File: src/rtl/frl_pkg.sv
// shared types, constants and codes of the flood rate limiter
package frl_pkg;

	localparam int UID_W    = 8;
	localparam int TIME_W   = 32;
	localparam int LEVEL_W  = 32;
	localparam int AMOUNT_W = 16;
	localparam int OFF_W    = 4;
	localparam int MSGS_W   = 10;
	localparam int FTIME_W  = 16;
	localparam int CODE_W   = 3;
	localparam int CFG_IDX_W  = 1;
	localparam int CFG_DATA_W = 16;

	localparam int FRL_USERS       = 256;
	localparam int FRL_LEVEL_SCALE = 10;
	localparam int FRL_LIM_W       = MSGS_W + $clog2(FRL_LEVEL_SCALE + 1);

	localparam logic [TIME_W-1:0] IGNORE_SECONDS    = TIME_W'(30);
	localparam logic [OFF_W-1:0]  OFF_BASE          = OFF_W'(10);
	localparam logic [OFF_W-1:0]  OFF_FIRST_IGNORE  = OFF_W'(11);
	localparam logic [OFF_W-1:0]  OFF_LAST_IGNORE   = OFF_W'(12);
	localparam logic [OFF_W-1:0]  OFF_CLEAN         = OFF_W'(0);
	localparam logic [OFF_W-1:0]  OFF_ONCE          = OFF_W'(1);
	localparam logic [OFF_W-1:0]  OFF_TWICE         = OFF_W'(2);
	localparam logic [LEVEL_W-1:0] LEVEL_MAX        = '1;

	typedef enum logic {
		ACT_CHECK = 1'b0,
		ACT_ADD   = 1'b1
	} action_t;

	typedef enum logic [CFG_IDX_W-1:0] {
		CFG_MSG_QUOTA = 1'b0,
		CFG_WINDOW    = 1'b1
	} cfg_idx_t;

	typedef enum logic [CODE_W-1:0] {
		NOTICE_NONE   = 3'd0,
		NOTICE_IGNORE = 3'd1,
		NOTICE_FIRST  = 3'd2,
		NOTICE_LAST   = 3'd3,
		NOTICE_BAN    = 3'd4
	} notice_t;

	typedef enum logic [3:0] {
		ST_CLEAR,
		ST_IDLE,
		ST_READ,
		ST_EVAL,
		ST_DIV,
		ST_MUL,
		ST_SUB,
		ST_ADD,
		ST_CMP,
		ST_DONE
	} state_t;

	typedef struct packed {
		logic [LEVEL_W-1:0] level;
		logic [TIME_W-1:0]  last_seen;
		logic [OFF_W-1:0]   offense;
	} entry_t;

	typedef struct packed {
		action_t             action;
		logic [TIME_W-1:0]   now;
		logic [AMOUNT_W-1:0] amount;
		logic                ignored;
		logic                admin;
		logic                may_flood;
		logic                foreign;
	} item_t;

	typedef struct packed {
		logic busy;
		logic done;
	} div_sts_t;

endpackage

File: src/rtl/frl_div.sv
// bit-serial restoring divider for the per-second drain rate
module frl_div #(
	parameter int DW = frl_pkg::FRL_LIM_W
) (
	input  logic                        clk,
	input  logic                        arst_n,
	input  logic                        start,
	input  logic [DW-1:0]               dividend,
	input  logic [frl_pkg::FTIME_W-1:0] divisor,
	output logic [DW-1:0]               quotient,
	output frl_pkg::div_sts_t           sts
);
	import frl_pkg::*;

	localparam int CNT_W = $clog2(DW + 1);

	logic                busy_q;
	logic                done_q;
	logic [CNT_W-1:0]    cnt_q;
	logic [FTIME_W-1:0]  rem_q;
	logic [FTIME_W-1:0]  dvs_q;
	logic [DW-1:0]       quo_q;
	logic [FTIME_W:0]    shifted;
	logic [FTIME_W:0]    diff;
	logic                ge;
	logic                last;

	assign shifted = {rem_q, quo_q[DW-1]};
	assign diff    = shifted - {1'b0, dvs_q};
	assign ge      = shifted >= {1'b0, dvs_q};
	assign last    = cnt_q == CNT_W'(DW - 1);

	always_ff @(posedge clk or negedge arst_n) begin
		if (!arst_n) begin
			busy_q <= 1'b0;
			done_q <= 1'b0;
			cnt_q  <= '0;
		end else begin
			done_q <= busy_q && last;
			if (start) begin
				busy_q <= 1'b1;
				cnt_q  <= '0;
			end else if (busy_q) begin
				cnt_q <= cnt_q + CNT_W'(1);
				if (last) begin
					busy_q <= 1'b0;
				end
			end
		end
	end

	always_ff @(posedge clk) begin
		if (start) begin
			rem_q <= '0;
			quo_q <= dividend;
			dvs_q <= divisor;
		end else if (busy_q) begin
			rem_q <= ge ? diff[FTIME_W-1:0] : shifted[FTIME_W-1:0];
			quo_q <= {quo_q[DW-2:0], ge};
		end
	end

	assign quotient = quo_q;
	assign sts.busy = busy_q;
	assign sts.done = done_q;

endmodule

File: config.mk
export PLATFORM = sky130hd
export DESIGN_NAME = frl_div
export DESIGN_NICKNAME = d
export VERILOG_FILES = /design/src/rtl/frl_pkg.sv /design/src/rtl/frl_div.sv
export SDC_FILE = /design/constraint.sdc
export NUM_CORES = 1
export LEC_CHECK = 0
export BUFFER_PORTS_ARGS = -buffer_cell sky130_fd_sc_hd__buf_2
export CAP_MARGIN = 20
export CORE_MARGIN = 1
export CORE_UTILIZATION = 46
export CTS_CLUSTER_DIAMETER = 80
export DETAILED_ROUTE_END_ITERATION = 7
export HOLD_SLACK_MARGIN = 0.05
export PLACE_DENSITY = 0.67
export SLEW_MARGIN = 20
export SYNTH_ARGS = -nofsm -noshare
export SYNTH_HDL_FRONTEND = slang
export SYNTH_SLANG_ARGS = --single-unit
File: constraint.sdc
create_clock -name clk -period 2.9 [get_ports clk]
set_input_delay 0.29 -clock clk [delete_from_list [all_inputs] [get_ports clk]]
set_output_delay 0.29 -clock clk [all_outputs]
set_load 0.01 [all_outputs]
==> report_table.html, run 1 <==
<table>
<tr><th>Metric</th><th>Value</th></tr>
<tr><th colspan="2">Timing</th></tr>
<tr><td>Post-layout worst setup margin</td><td>roughly 0.41 ns</td></tr>
<tr><td>Slew at the pin closest to its max-slew limit</td><td>slightly below 0.6 ns</td></tr>
<tr><td>Crit share post-route</td><td>0.857</td></tr>
<tr><td>Setup repair after global routing missed its margin</td><td>no</td></tr>
<tr><td>Post-Route Hold Slack</td><td>around 0.14 ns</td></tr>
<tr><td>Slew margin rel.</td><td>0.603</td></tr>
<tr><td>Achievable Freq</td><td>around 400 MHz</td></tr>
<tr><td>Clock skew</td><td>between 0.008 and 0.009 ns</td></tr>
<tr><td>Final number of max-transition violations</td><td>0</td></tr>
<tr><td>Hold Fails Final Rpt</td><td>0</td></tr>
<tr><td>Time the final worst path needs with I/O delays and setup</td><td>between 2 and 2.5 ns</td></tr>
<tr><td>Final total negative setup slack</td><td>0 ns</td></tr>
<tr><td>Final setup violation count</td><td>0</td></tr>
<tr><th colspan="2">Setup path</th></tr>
<tr><td>List of cells traversed by the critical path</td><td>inv_1 -&gt; ha_1 -&gt; nand2_1 -&gt; or3_1 -&gt; nor2_1 -&gt; a31o_2 -&gt; nor2_1 -&gt; a2111oi_1</td></tr>
<tr><td>Setup Crit Path Kind</td><td>flop to flop</td></tr>
<tr><td>Most used cell along the critical path</td><td>sky130_fd_sc_hd__nor2_1</td></tr>
<tr><td>CP peak stage delay</td><td>around 0.43 ns</td></tr>
<tr><td>Crit. End Element</td><td>flop</td></tr>
<tr><td>Maximum fanout count along the critical path</td><td>12</td></tr>
<tr><td>Startpoint Class</td><td>flop</td></tr>
<tr><td>Critical Path RT</td><td>slightly above 3 ns</td></tr>
<tr><td>Arrival time of the worst setup path</td><td>about 2.7 ns</td></tr>
<tr><td>Slowest-stage cell, CP</td><td>sky130_fd_sc_hd__ha_1</td></tr>
<tr><th colspan="2">Placement</th></tr>
<tr><td>Post-Place Setup Slack</td><td>0.481 ns</td></tr>
<tr><td>Instance count after placement with tap cells included</td><td>420</td></tr>
<tr><td>Final GP Congestion</td><td>0.914</td></tr>
<tr><td>Number of buffers inserted by port buffering</td><td>48</td></tr>
<tr><td>Estimated wirelength of the detail-placed design</td><td>~5000 um</td></tr>
<tr><th colspan="2">Drt</th></tr>
<tr><td>Total number of vias</td><td>between 2,000 and 2,500</td></tr>
<tr><td>Final wirelength</td><td>between 6000 and 7000 um</td></tr>
<tr><td>Remaining number of nets flagged by the antenna check after routing</td><td>0</td></tr>
<tr><td>Number of iterations in the first detailed-routing pass</td><td>6</td></tr>
<tr><td>Initial DRC Count</td><td>between 150 and 200</td></tr>
<tr><td>Drt via density</td><td>roughly 5.8</td></tr>
<tr><td>Post-route DRC violation count</td><td>2</td></tr>
<tr><td>Routed length per placed instance</td><td>approximately 16 um</td></tr>
<tr><th colspan="2">Clock tree</th></tr>
<tr><td>Htree depth</td><td>2</td></tr>
<tr><td>TritonCTS sink count</td><td>52</td></tr>
<tr><td>Largest buffer count on any clock path</td><td>2</td></tr>
<tr><td>Number of buffers inserted during clock tree synthesis</td><td>5</td></tr>
<tr><td>Clock insertion delay at the later pin of the skew report</td><td>roughly 0.32 ns</td></tr>
<tr><td>Post_cts resized</td><td>0</td></tr>
<tr><td>CTS tree</td><td>done</td></tr>
<tr><td>CTS clk-pin slew, worst paths</td><td>about 0.1 ns</td></tr>
<tr><td>Post-CTS repair timing setup buffer count</td><td>0</td></tr>
<tr><td>Root Buffer Master</td><td>sky130_fd_sc_hd__clkbuf_8</td></tr>
<tr><th colspan="2">Logic synthesis</th></tr>
<tr><td>Async SR Flop Fraction</td><td>0.115</td></tr>
<tr><td>Total of flip-flops plus latches after synthesis</td><td>52</td></tr>
<tr><td>Number of enable-type register cells in the synthesized netlist</td><td>30</td></tr>
<tr><td>Library cells used by synthesis</td><td>56</td></tr>
<tr><td>Dominant synthesized flop cell</td><td>sky130_fd_sc_hd__edfxtp_1</td></tr>
<tr><td>Ys Warns</td><td>0</td></tr>
<tr><td>Number of nets in the synthesized netlist</td><td>360</td></tr>
<tr><td>Sequential element share of the synthesized area</td><td>0.445</td></tr>
<tr><td>Post-Synthesis Cells</td><td>308</td></tr>
<tr><td>Yosys top cell by area</td><td>sky130_fd_sc_hd__edfxtp_1</td></tr>
<tr><td>Post-synthesis instance area</td><td>a little over 3000 um2</td></tr>
<tr><td>Average footprint of a synthesized cell</td><td>around 10 um2</td></tr>
<tr><td>Yosys top cell area share</td><td>0.293</td></tr>
<tr><td>Synth area leaders</td><td>sky130_fd_sc_hd__edfxtp_1 29%, sky130_fd_sc_hd__dfxtp_1 10%, sky130_fd_sc_hd__ha_1 7.3%</td></tr>
<tr><th colspan="2">Power and ir drop</th></tr>
<tr><td>Static leakage</td><td>roughly 0.0015 uW</td></tr>
<tr><td>Power Dens Cells</td><td>between 700 and 800 nW/um2</td></tr>
<tr><td>Post-route total power</td><td>around 2600 uW</td></tr>
<tr><td>Maximum ir drop on the vdd rail</td><td>around 290 uV</td></tr>
<tr><th colspan="2">Floorplan</th></tr>
<tr><td>Area of the placeable core</td><td>~6400 um2</td></tr>
<tr><td>Die ar.</td><td>roughly 7000 um2</td></tr>
<tr><td>Die X-Extent</td><td>between 80 and 90 um</td></tr>
<tr><td>Initial cell density of the core</td><td>0.479</td></tr>
<tr><td>Count of boundary I/O pins</td><td>49</td></tr>
<tr><td>Placement row count</td><td>29</td></tr>
<tr><td>Vert. Die Dim</td><td>83.8 um</td></tr>
<tr><th colspan="2">Global route</th></tr>
<tr><td>Largest net degree at the start of global routing</td><td>37</td></tr>
<tr><td>Remaining global-route overflow</td><td>0</td></tr>
<tr><td>Number of antenna violations at the first check in global routing</td><td>0</td></tr>
<tr><td>GR Util All Layers</td><td>0.208</td></tr>
<tr><td>Vias in the first global route</td><td>about 2,400</td></tr>
<tr><td>Global-route wire length before repair</td><td>between 10,000 and 15,000 um</td></tr>
<tr><th colspan="2">Final layout</th></tr>
<tr><td>Fraction of final layout cells with drive strength greater than 1</td><td>0.239</td></tr>
<tr><td>Number of filler cells placed in the layout</td><td>598</td></tr>
<tr><td>Final cell count without fillers</td><td>roughly 430</td></tr>
<tr><td>Area occupied by multi-input gates</td><td>1520 um2</td></tr>
<tr><td>Layout Area Growth over Synthesis</td><td>12.8%</td></tr>
<tr><td>Antenna diode count</td><td>0</td></tr>
<tr><td>Sequential standard cell area</td><td>between 1000 and 1500 um2</td></tr>
<tr><td>Post-layout nets</td><td>a little over 400</td></tr>
<tr><th colspan="2">Job</th></tr>
<tr><td>Max-capacitance violation count</td><td>0</td></tr>
<tr><th colspan="2">Outcome</th></tr>
<tr><td>Result of the run</td><td>finished with violations</td></tr>
<tr><td>Failing checks</td><td>DRC</td></tr>
<tr><th colspan="2">Hold path</th></tr>
<tr><td>Worst hold path class</td><td>primary input to flop</td></tr>
</table>
## Yosys cell counts, types with 7 or more instances
library cell / n
sky130_fd_sc_hd__a311oi_1: 8
sky130_fd_sc_hd__a21oi_1: 11
sky130_fd_sc_hd__edfxtp_1: 30
sky130_fd_sc_hd__mux2_2: 14
sky130_fd_sc_hd__nand2_1: 12
sky130_fd_sc_hd__nand3_1: 17
sky130_fd_sc_hd__dfxtp_1: 16
sky130_fd_sc_hd__inv_1: 26
sky130_fd_sc_hd__ha_1: 18
sky130_fd_sc_hd__nor2_1: 32
sky130_fd_sc_hd__xnor2_1: 9
sky130_fd_sc_hd__a31oi_1: 7
sky130_fd_sc_hd__clkbuf_1: 10
## state kept, by name, summed over array words and instances (netlist names)
signal	count
busy_q	1
cnt_q	4
rem_q	16
done_q	1
quotient	14
dvs_q	16
## repair_timing
| item | CTS | global route |
|---|---|---|
| hold buffers | 1 | 0 |
| endpoints found under the hold margin | 6 | 0 |
| setup endpoints to repair | 0 | 0 |
## cell usage in the layout, fill, tap and decap left out, types with 6 or more instances in the layout
| master | n |
|---|---|
| sky130_fd_sc_hd__ha_1 | 18 |
| sky130_fd_sc_hd__nand3_1 | 17 |
| sky130_fd_sc_hd__a311oi_1 | 8 |
| sky130_fd_sc_hd__nand2_1 | 12 |
| sky130_fd_sc_hd__dfxtp_1 | 16 |
| sky130_fd_sc_hd__buf_2 | 48 |
| sky130_fd_sc_hd__inv_1 | 26 |
| sky130_fd_sc_hd__mux2_2 | 14 |
| sky130_fd_sc_hd__dfrtp_1 | 6 |
| sky130_fd_sc_hd__o21ai_1 | 6 |
| sky130_fd_sc_hd__nor2_1 | 32 |
| sky130_fd_sc_hd__xnor2_1 | 9 |
| sky130_fd_sc_hd__o21ai_0 | 6 |
| sky130_fd_sc_hd__a31oi_1 | 7 |
| sky130_fd_sc_hd__buf_4 | 6 |
| sky130_fd_sc_hd__edfxtp_1 | 30 |
| sky130_fd_sc_hd__a21oi_1 | 11 |
## power breakdown
group | internal, uW | switching (uW) | leakage (uW)
Clock | 174 | 265 | 0.0000485
Sequential | 916 | 91.3 | 0.000513
Combinational | 498 | 666 | 0.000958
## cells by family after synthesis
family / count (synthesis) / synth area share
AND/OR/NAND/NOR: 83 / 0.126
flip-flops: 52 / 0.445
buffers and inverters: 45 / 0.0610
adder cells (fa/ha/maj): 19 / 0.0796
multiplexers: 15 / 0.0544
AO/OA/AOI/OAI: 80 / 0.194
XOR/XNOR: 14 / 0.0398
## layout make-up
type,count,share of cell area
Clock buffer,5,0.0198
Inverter,26,0.0281
Sequential cell,52,0.395
Timing Repair Buffer,55,0.0850
Clock inverter,3,0.00649
Tap cell,77,0.0277
Multi-Input combinational cell,211,0.438
## through the flow
stage	utilization	cell area [um2]
floorplan	-	3080
global placement	0.525	3370
detailed placement	0.525	3370
CTS	0.541	3470
global route	0.541	3470
finish	0.541	3470
## path summary, 6_finish.rpt
kind | startpoint | end | cells past startpoint | slack [ns]
max reg2reg | dvs_q[13] | rem_q[4] | 8 | 0.41
max | dvs_q[13] | rem_q[4] | 8 | 0.41
min reg2reg | rem_q[2] | rem_q[2] | 2 | 0.51
max in group asynchronous | arst_n | cnt_q[1] | 2 | 2.44
min in group asynchronous | arst_n | cnt_q[0] | 2 | 0.32
min | divisor[7] | dvs_q[7] | 1 | 0.14
## worst max-delay path, delay by kind of cell (launching register included)
kind | cells | cell delay, ns
buffers and inverters | 1 | 0.04
adder cells (fa/ha/maj) | 1 | 0.43
AND/OR/NAND/NOR | 4 | 0.84
AO/OA/AOI/OAI | 2 | 0.74
flip-flops | 1 | 0.33
## routing by layer
layer,wire length (um),share of wire,vias to the layer above,GRT usage
met2,3270,0.47,69,0.338
met3,378,0.055,12,0.0287
met5,0,0,-,0
met1,3130,0.45,1165,0.279
met4,151,0.022,0,0.0909
li1,-,-,1226,-
No activity file was read; power rests on OpenSTA's default activity.
==> inputs of run 2 (changes only) <==
- CORE_UTILIZATION: 46 -> 57
- CTS_BUF_LIST: default -> sky130_fd_sc_hd__clkbuf_4 sky130_fd_sc_hd__clkbuf_8 sky130_fd_sc_hd__clkbuf_16
- PLACE_DENSITY: 0.67 -> 0.8
==> run 2 against run 1 <==
Net effect: the flow now finishes without violations; final area stayed put; worst hold slack better by 0.0026 ns; critical path depth stayed put; global-route usage is 4.6 points higher; highest routed layer unchanged; fmax is 3.6% lower; count of clock-buffer cells in the layout is 1 higher; critical path type unchanged; sequential share of layout area stayed put; sequential cell count stayed put; critical endpoint unchanged; combinational power hardly changed; non-clock buffer count is 1 higher; routed wire length is 4.7% lower; clock power is 2% lower.
==> report_table.html, run 2 (synthesis results as in run 1) <==
<table>
<tr><th>Metric</th><th>Value</th></tr>
<tr><th colspan="2">Drt</th></tr>
<tr><td>Post-route DRC violation count</td><td>0 (-2)</td></tr>
<tr><td>Routed length per placed instance</td><td>15.6 um (-3.4%)</td></tr>
<tr><td>Total number of vias</td><td>2,532 (+2.4%)</td></tr>
<tr><td>Initial DRC Count</td><td>246 (+32%)</td></tr>
<tr><td>Number of iterations in the first detailed-routing pass</td><td>5 (-1)</td></tr>
<tr><td>Final wirelength</td><td>6610 um (-4.7%)</td></tr>
<tr><td>Remaining number of nets flagged by the antenna check after routing</td><td>0 (unchanged)</td></tr>
<tr><td>Drt via density</td><td>5.99 (+3.9%)</td></tr>
<tr><th colspan="2">Clock tree</th></tr>
<tr><td>Post_cts resized</td><td>0 (unchanged)</td></tr>
<tr><td>CTS clk-pin slew, worst paths</td><td>0.10 ns (about the same)</td></tr>
<tr><td>Htree depth</td><td>2 (unchanged)</td></tr>
<tr><td>Root Buffer Master</td><td>sky130_fd_sc_hd__clkbuf_8</td></tr>
<tr><td>TritonCTS sink count</td><td>52 (unchanged)</td></tr>
<tr><td>Largest buffer count on any clock path</td><td>2 (unchanged)</td></tr>
<tr><td>Number of buffers inserted during clock tree synthesis</td><td>5 (unchanged)</td></tr>
<tr><td>CTS tree</td><td>done</td></tr>
<tr><td>Clock insertion delay at the later pin of the skew report</td><td>0.32 ns (about the same)</td></tr>
<tr><th colspan="2">Placement</th></tr>
<tr><td>Final GP Congestion</td><td>0.914 (about the same)</td></tr>
<tr><td>Placed inst area</td><td>3370 um2 (about the same)</td></tr>
<tr><td>Estimated wirelength of the detail-placed design</td><td>4950 um (-1.8%)</td></tr>
<tr><td>Number of buffers inserted by port buffering</td><td>48 (unchanged)</td></tr>
<tr><td>Post-Place Setup Slack</td><td>0.392 ns (-0.0889 ns)</td></tr>
<tr><th colspan="2">Power and ir drop</th></tr>
<tr><td>Maximum ir drop on the vdd rail</td><td>446 uV (+52%)</td></tr>
<tr><td>Power Dens Cells</td><td>751 nW/um2 (-0.13%)</td></tr>
<tr><td>Static leakage</td><td>0.00152 uW (+0.12%)</td></tr>
<tr><th colspan="2">Timing</th></tr>
<tr><td>Achievable Freq</td><td>388 MHz (-3.6%)</td></tr>
<tr><td>Time the final worst path needs with I/O delays and setup</td><td>2.58 ns (+0.0930 ns)</td></tr>
<tr><td>Post-layout worst setup margin</td><td>0.321 ns (-0.0930 ns)</td></tr>
<tr><td>Clock skew</td><td>0.0120 ns (+0.00367 ns)</td></tr>
<tr><td>Setup repair after global routing missed its margin</td><td>no</td></tr>
<tr><td>Final setup violation count</td><td>0 (unchanged)</td></tr>
<tr><td>Final total negative setup slack</td><td>0 ns (unchanged)</td></tr>
<tr><td>Final number of max-transition violations</td><td>0 (unchanged)</td></tr>
<tr><td>Hold Fails Final Rpt</td><td>0 (unchanged)</td></tr>
<tr><td>Slew margin rel.</td><td>0.624 (+0.0218)</td></tr>
<tr><td>Crit share post-route</td><td>0.889 (+0.0321)</td></tr>
<tr><td>Slew at the pin closest to its max-slew limit</td><td>0.562 ns (-0.0327 ns)</td></tr>
<tr><th colspan="2">Floorplan</th></tr>
<tr><td>Area of the placeable core</td><td>5140 um2 (-20%)</td></tr>
<tr><td>Vert. Die Dim</td><td>75.5 um (-9.9%)</td></tr>
<tr><td>Placement row count</td><td>26 (-10%)</td></tr>
<tr><td>Die ar.</td><td>5700 um2 (-19%)</td></tr>
<tr><td>Count of boundary I/O pins</td><td>49 (unchanged)</td></tr>
<tr><td>Initial cell density of the core</td><td>0.599 (+0.120)</td></tr>
<tr><td>Die X-Extent</td><td>75.5 um (-9.9%)</td></tr>
<tr><th colspan="2">Setup path</th></tr>
<tr><td>Maximum fanout count along the critical path</td><td>9 (-3)</td></tr>
<tr><td>Worst reg-to-reg path cell count</td><td>8 (unchanged)</td></tr>
<tr><td>Arrival time of the worst setup path</td><td>2.78 ns (+0.08 ns)</td></tr>
<tr><td>Setup Crit Path Kind</td><td>flop to flop</td></tr>
<tr><td>Startpoint Class</td><td>flop</td></tr>
<tr><td>Critical Path RT</td><td>3.10 ns (about the same)</td></tr>
<tr><td>Crit. End Element</td><td>flop</td></tr>
<tr><th colspan="2">Final layout</th></tr>
<tr><td>Design Area, Final</td><td>3470 um2 (unchanged)</td></tr>
<tr><td>Fraction of final layout cells with drive strength greater than 1</td><td>0.241 (+0.00216)</td></tr>
<tr><td>Area occupied by multi-input gates</td><td>1520 um2 (unchanged)</td></tr>
<tr><td>Most common library cell in the layout ignoring fill and taps</td><td>sky130_fd_sc_hd__buf_2</td></tr>
<tr><td>Sequential standard cell area</td><td>1370 um2 (unchanged)</td></tr>
<tr><td>Top library cells by usage in the layout, fill and taps aside</td><td>48 x sky130_fd_sc_hd__buf_2, 32 x sky130_fd_sc_hd__nor2_1, 30 x sky130_fd_sc_hd__edfxtp_1</td></tr>
<tr><td>Number of filler cells placed in the layout</td><td>417 (-30%)</td></tr>
<tr><td>Antenna diode count</td><td>0 (unchanged)</td></tr>
<tr><td>Layout Area Growth over Synthesis</td><td>12.8% (unchanged)</td></tr>
<tr><td>Post-layout nets</td><td>404 (+0.25%)</td></tr>
<tr><th colspan="2">Hold path</th></tr>
<tr><td>Number of cells traversed by the worst hold path</td><td>1 (unchanged)</td></tr>
<tr><td>Worst hold path class</td><td>primary input to flop</td></tr>
<tr><th colspan="2">Outcome</th></tr>
<tr><td>Result of the run</td><td>finished clean</td></tr>
<tr><th colspan="2">Global route</th></tr>
<tr><td>Largest net degree at the start of global routing</td><td>37 (unchanged)</td></tr>
<tr><td>GR Util All Layers</td><td>0.254 (+0.0456)</td></tr>
<tr><td>Vias in the first global route</td><td>2,341 (-2.3%)</td></tr>
<tr><td>Global-route wire length before repair</td><td>10,700 um (-6.8%)</td></tr>
<tr><td>Remaining global-route overflow</td><td>0 (unchanged)</td></tr>
<tr><td>Number of antenna violations at the first check in global routing</td><td>0 (unchanged)</td></tr>
<tr><th colspan="2">Job</th></tr>
<tr><td>Max-capacitance violation count</td><td>0 (unchanged)</td></tr>
</table>
-- run 2: final timing paths --
| path | startpoint | endpoint | slack [ns] |
|---|---|---|---|
| worst max-delay path | rem_q[3] | rem_q[4] | 0.32 |
| worst min-delay path | divisor[0] | dvs_q[0] | 0.14 |
| worst max register to register | rem_q[3] | rem_q[4] | 0.32 |
| worst min register to register | rem_q[2] | rem_q[2] | 0.52 |
| max in group asynchronous | arst_n | busy_q | 2.45 |
| min in group asynchronous | arst_n | cnt_q[2] | 0.31 |
-- run 2: metrics by stage --
| step | hold WS (ns) | util | std cells | power (uW) |
|---|---|---|---|---|
| 2_1_floorplan | -0.00559 | - | 308 | 1860 |
| 3_3_place_gp | 0.118 | 0.656 | 414 | 2150 |
| 3_5_place_dp | 0.120 | 0.656 | 414 | 2170 |
| 4_1_cts | 0.138 | 0.676 | 423 | 2590 |
| 5_1_grt | 0.125 | 0.676 | 423 | 2770 |
| 6_report | 0.141 | 0.676 | 423 | 2610 |
-- run 2: worst max-delay path, stage by stage, from the launching register on --
cell and delay [ns]:
sky130_fd_sc_hd__dfxtp_1 0.34, sky130_fd_sc_hd__ha_1 0.37, sky130_fd_sc_hd__a21o_1 0.26, sky130_fd_sc_hd__a211oi_2 0.25, sky130_fd_sc_hd__a21bo_2 0.27, sky130_fd_sc_hd__a211o_1 0.34
sky130_fd_sc_hd__buf_4 0.21, sky130_fd_sc_hd__a211oi_1 0.07, sky130_fd_sc_hd__a2111oi_1 0.35
-- run 2: layer usage --
metal | GRT usage | vias to the layer above | share of wire
met4 | 0.0885 | 0 | 0.021
met1 | 0.334 | 1196 | 0.45
li1 | - | 1233 | -
met3 | 0.0476 | 18 | 0.050
met5 | 0 | - | 0
met2 | 0.423 | 85 | 0.48
-- run 2: area by class of cell --
cell class,instances,area share
flip-flops and latches,52,0.395
well taps,70,0.0252
inverters,26,0.0281
clock inverters,2,0.00468
clock buffers,6,0.0220
repair buffers,56,0.0872
multi-input cells,211,0.438
-- run 2: power breakdown --
| part | switching, uW | internal (uW) | total (uW) |
|---|---|---|---|
| clock | 247 | 182 | 429 |
| sequential | 97.0 | 916 | 1010 |
| combinational | 667 | 497 | 1160 |
| total | 1010 | 1590 | 2610 |
-- run 2: timing repair --
item                                   in CTS  in global routing
endpoints found under the hold margin       6                  0
buffers inserted                            0                  0
hold buffers                                1                  0
==> inputs of run 3 (changes only) <==
- ABC_AREA: default -> 1
- SETUP_SLACK_MARGIN: default -> 0.3
==> run 3 against run 2 <==
Net effect: clock skew is 0.0064 ns lower; utilization is 1.5 points lower; via count grew 13%; non-clock buffer count shrank 5; routed wire length grew 5.0%.
==> report_table.html, run 3 <==
<table>
<tr><th>Metric</th><th>Value</th></tr>
<tr><th colspan="2">Outcome</th></tr>
<tr><td>Result of the run</td><td>finished clean</td></tr>
<tr><th colspan="2">Timing</th></tr>
<tr><td>Final setup violation count</td><td>0 (unchanged)</td></tr>
<tr><td>Slew at the pin closest to its max-slew limit</td><td>0.840 ns (+0.278 ns)</td></tr>
<tr><td>Final total negative setup slack</td><td>0 ns (unchanged)</td></tr>
<tr><td>Final number of max-transition violations</td><td>0 (unchanged)</td></tr>
<tr><td>Time the final worst path needs with I/O delays and setup</td><td>2.16 ns (-0.417 ns)</td></tr>
<tr><td>Post-Route Hold Slack</td><td>0.155 ns (+0.0140 ns)</td></tr>
<tr><td>Hold Fails Final Rpt</td><td>0 (unchanged)</td></tr>
<tr><td>Clock skew</td><td>0.00568 ns (-0.00636 ns)</td></tr>
<tr><td>Slew margin rel.</td><td>0.439 (-0.185)</td></tr>
<tr><td>Setup repair after global routing missed its margin</td><td>no</td></tr>
<tr><td>Achievable Freq</td><td>463 MHz (+19%)</td></tr>
<tr><td>Crit share post-route</td><td>0.745 (-0.144)</td></tr>
<tr><th colspan="2">Logic synthesis</th></tr>
<tr><td>Synth area leaders</td><td>sky130_fd_sc_hd__edfxtp_1 28%, sky130_fd_sc_hd__nand2_1 19%, sky130_fd_sc_hd__dfxtp_1 9.9%</td></tr>
<tr><td>Dominant synthesized flop cell</td><td>sky130_fd_sc_hd__edfxtp_1</td></tr>
<tr><td>Post-synthesis instance area</td><td>3230 um2 (+4.8%)</td></tr>
<tr><td>Average footprint of a synthesized cell</td><td>7.45 um2 (-25%)</td></tr>
<tr><td>Yosys top cell area share</td><td>0.279 (-0.0133)</td></tr>
<tr><td>Total of flip-flops plus latches after synthesis</td><td>52 (unchanged)</td></tr>
<tr><td>Sequential element share of the synthesized area</td><td>0.425 (-0.0202)</td></tr>
<tr><td>Number of enable-type register cells in the synthesized netlist</td><td>30 (unchanged)</td></tr>
<tr><td>Async SR Flop Fraction</td><td>0.115 (unchanged)</td></tr>
<tr><td>Number of nets in the synthesized netlist</td><td>485 (+35%)</td></tr>
<tr><td>Post-Synthesis Cells</td><td>433 (+41%)</td></tr>
<tr><td>Most common cell in the synthesized netlist</td><td>sky130_fd_sc_hd__nand2_1</td></tr>
<tr><td>Ys Warns</td><td>0 (unchanged)</td></tr>
<tr><td>Library cells used by synthesis</td><td>34 (-39%)</td></tr>
<tr><td>Most frequent cells after synthesis</td><td>162 x sky130_fd_sc_hd__nand2_1, 74 x sky130_fd_sc_hd__inv_1, 41 x sky130_fd_sc_hd__nand3_1</td></tr>
<tr><td>Yosys top cell by area</td><td>sky130_fd_sc_hd__edfxtp_1</td></tr>
<tr><th colspan="2">Floorplan</th></tr>
<tr><td>Initial cell density of the core</td><td>0.589 (-0.00968)</td></tr>
<tr><td>Die X-Extent</td><td>77.2 um (+2.3%)</td></tr>
<tr><td>Die ar.</td><td>5960 um2 (+4.6%)</td></tr>
<tr><td>Vert. Die Dim</td><td>77.2 um (+2.3%)</td></tr>
<tr><td>Area of the placeable core</td><td>5470 um2 (+6.5%)</td></tr>
<tr><td>Placement row count</td><td>27 (+3.8%)</td></tr>
<tr><td>Count of boundary I/O pins</td><td>49 (unchanged)</td></tr>
<tr><th colspan="2">Drt</th></tr>
<tr><td>Post-route DRC violation count</td><td>0 (unchanged)</td></tr>
<tr><td>Initial DRC Count</td><td>208 (-15%)</td></tr>
<tr><td>Drt via density</td><td>5.18 (-13%)</td></tr>
<tr><td>Remaining number of nets flagged by the antenna check after routing</td><td>0 (unchanged)</td></tr>
<tr><td>Number of iterations in the first detailed-routing pass</td><td>5 (unchanged)</td></tr>
<tr><td>Routed length per placed instance</td><td>12.5 um (-20%)</td></tr>
<tr><td>Final wirelength</td><td>6940 um (+5.0%)</td></tr>
<tr><td>Total number of vias</td><td>2,869 (+13%)</td></tr>
<tr><th colspan="2">Clock tree</th></tr>
<tr><td>Number of buffers inserted during clock tree synthesis</td><td>5 (unchanged)</td></tr>
<tr><td>TritonCTS sink count</td><td>52 (unchanged)</td></tr>
<tr><td>Root Buffer Master</td><td>sky130_fd_sc_hd__clkbuf_8</td></tr>
<tr><td>CTS tree</td><td>done</td></tr>
<tr><td>Htree depth</td><td>2 (unchanged)</td></tr>
<tr><td>CTS clk-pin slew, worst paths</td><td>0.09 ns (about the same)</td></tr>
<tr><td>Clock insertion delay at the later pin of the skew report</td><td>0.30 ns (-0.02 ns)</td></tr>
<tr><td>Post-CTS repair timing setup buffer count</td><td>0 (unchanged)</td></tr>
<tr><td>Largest buffer count on any clock path</td><td>2 (unchanged)</td></tr>
<tr><th colspan="2">Final layout</th></tr>
<tr><td>Post-layout nets</td><td>533 (+32%)</td></tr>
<tr><td>Layout Area Growth over Synthesis</td><td>12.1%</td></tr>
<tr><td>Most common library cell in the layout ignoring fill and taps</td><td>sky130_fd_sc_hd__nand2_1</td></tr>
<tr><td>Number of filler cells placed in the layout</td><td>495 (+19%)</td></tr>
<tr><td>Antenna diode count</td><td>0 (unchanged)</td></tr>
<tr><td>Fraction of final layout cells with drive strength greater than 1</td><td>0.147 (-0.0935)</td></tr>
<tr><td>Final cell count without fillers</td><td>554 (+31%)</td></tr>
<tr><td>Top library cells by usage in the layout, fill and taps aside</td><td>162 x sky130_fd_sc_hd__nand2_1, 74 x sky130_fd_sc_hd__inv_1, 48 x sky130_fd_sc_hd__buf_2</td></tr>
<tr><th colspan="2">Hold path</th></tr>
<tr><td>Worst hold path class</td><td>primary input to flop</td></tr>
<tr><td>HP Start</td><td>divisor[3]</td></tr>
<tr><th colspan="2">Global route</th></tr>
<tr><td>Vias in the first global route</td><td>2,720 (+16%)</td></tr>
<tr><td>Number of antenna violations at the first check in global routing</td><td>0 (unchanged)</td></tr>
<tr><td>GR Util All Layers</td><td>0.256 (+0.00152)</td></tr>
<tr><td>Largest net degree at the start of global routing</td><td>33 (-11%)</td></tr>
<tr><td>Global-route wire length before repair</td><td>12,000 um (+12%)</td></tr>
<tr><td>Remaining global-route overflow</td><td>0 (unchanged)</td></tr>
<tr><th colspan="2">Placement</th></tr>
<tr><td>Number of buffers inserted by port buffering</td><td>48 (unchanged)</td></tr>
<tr><td>Estimated wirelength of the detail-placed design</td><td>5310 um (+7.3%)</td></tr>
<tr><td>Instance count after placement with tap cells included</td><td>545 (+32%)</td></tr>
<tr><td>Final GP Congestion</td><td>0.938 (+2.6%)</td></tr>
<tr><th colspan="2">Power and ir drop</th></tr>
<tr><td>Static leakage</td><td>0.00197 uW (+29%)</td></tr>
<tr><td>Maximum ir drop on the vdd rail</td><td>416 uV (-6.7%)</td></tr>
<tr><td>Power Dens Cells</td><td>759 nW/um2 (+1.1%)</td></tr>
<tr><th colspan="2">Setup path</th></tr>
<tr><td>Startpoint Class</td><td>flop</td></tr>
<tr><td>Crit. End Element</td><td>flop</td></tr>
<tr><td>Setup Crit Path Kind</td><td>flop to flop</td></tr>
<tr><td>Slowest-stage cell, CP</td><td>sky130_fd_sc_hd__nor2_4</td></tr>
<tr><td>Worst setup path start</td><td>rem_q[11]</td></tr>
<tr><td>CP peak stage delay</td><td>0.41 ns (+0.04 ns)</td></tr>
<tr><td>Arrival time of the worst setup path</td><td>2.38 ns (-0.40 ns)</td></tr>
<tr><td>Launch instance of the worst register-to-register path</td><td>rem_q[11]</td></tr>
<tr><td>Maximum fanout count along the critical path</td><td>18 (+9)</td></tr>
<tr><td>Critical Path RT</td><td>3.12 ns (+0.02 ns)</td></tr>
<tr><td>List of cells traversed by the critical path</td><td>ha_1 -&gt; a21oi_1 -&gt; a21oi_2 -&gt; nor2_4 -&gt; nand2_4 -&gt; nand2_1 -&gt; nand3_1 -&gt; o21ai_1</td></tr>
<tr><th colspan="2">Job</th></tr>
<tr><td>Max-capacitance violation count</td><td>0 (unchanged)</td></tr>
</table>
## run 3: cell types whose count changed in the layout (fill, tap and decap cells not counted), moves of 7 or more
cell                       change
sky130_fd_sc_hd__inv_1        +48
sky130_fd_sc_hd__nand2_1     +150
sky130_fd_sc_hd__nor2_1       -13
sky130_fd_sc_hd__nand3b_1      +7
sky130_fd_sc_hd__mux2_2       -14
sky130_fd_sc_hd__nand3_1      +24
sky130_fd_sc_hd__a311oi_1      -8
## run 3: power breakdown
group	internal [uW]	switching (uW)	total [uW]	leakage, uW
registers	914	83.1	998	0.000519
logic	484	828	1310	0.00140
clock network	204	232	435	0.0000479
## run 3: worst paths after layout
check,endpoint,slack (ns),depth (start not counted)
worst min register to register,rem_q[14],0.48,2
max in group asynchronous,busy_q,2.40,2
worst min-delay path,dvs_q[3],0.15,1
min in group asynchronous,cnt_q[2],0.35,2
worst max register to register,rem_q[9],0.74,8
worst max-delay path,rem_q[9],0.74,8
## run 3: kinds of logic (layout without fill, tap and decap cells)
kind of cell / after synthesis / count (layout) / share of synthesized area
AND/OR/NAND/NOR: 248 / 248 / 0.333
XOR/XNOR: 6 / 6 / 0.0163
AO/OA/AOI/OAI: 23 / 23 / 0.0431
flip-flops: 52 / 52 / 0.425
adder cells (fa/ha/maj): 19 / 19 / 0.0760
buffers and inverters: 85 / 134 / 0.106
## run 3: area by class of cell
type	count	area (um2)	share of cell area
timing repair buffer	51	265	0.0733
clock buffer	7	90.1	0.0249
tap	72	90.1	0.0249
inverter	75	282	0.0778
multi-input combinational	296	1510	0.418
sequential	52	1370	0.379
clock inverter	1	7.51	0.00208
## run 3: layer usage
metal  vias to the layer above  share of wire  track usage
met2                        98           0.45        0.408
li1                       1455              -            -
met3                        12          0.068       0.0476
met5                         -              0            0
met4                         0          0.018        0.111
met1                      1304           0.46        0.337
## run 3: through the flow
| step | utilization | setup slack, ns | instance area [um2] | power (uW) |
|---|---|---|---|---|
| global placement | 0.641 | 0.815 | 3510 | 2270 |
| detailed placement | 0.641 | 0.795 | 3510 | 2300 |
| finish | 0.661 | 0.738 | 3620 | 2740 |
| CTS | 0.661 | 0.773 | 3620 | 2740 |
| floorplan | - | 1.10 | 3230 | 2020 |
| global route | 0.661 | 0.560 | 3620 | 2980 |
## run 3: critical path: cells and delay by family, from the launching register on
| kind | cells | cell delay [ns] |
|---|---|---|
| DFF | 1 | 0.34 |
| adders and majority gates | 1 | 0.36 |
| AOI/OAI and AO/OA | 3 | 0.54 |
| and+or+nand+nor | 4 | 0.84 |
## run 3: repair_timing
item / 4_1_cts / 5_1_grt
gates resized for setup: 0 / 0
hold buffers: 1 / 0
endpoints found under the hold margin: 6 / 0
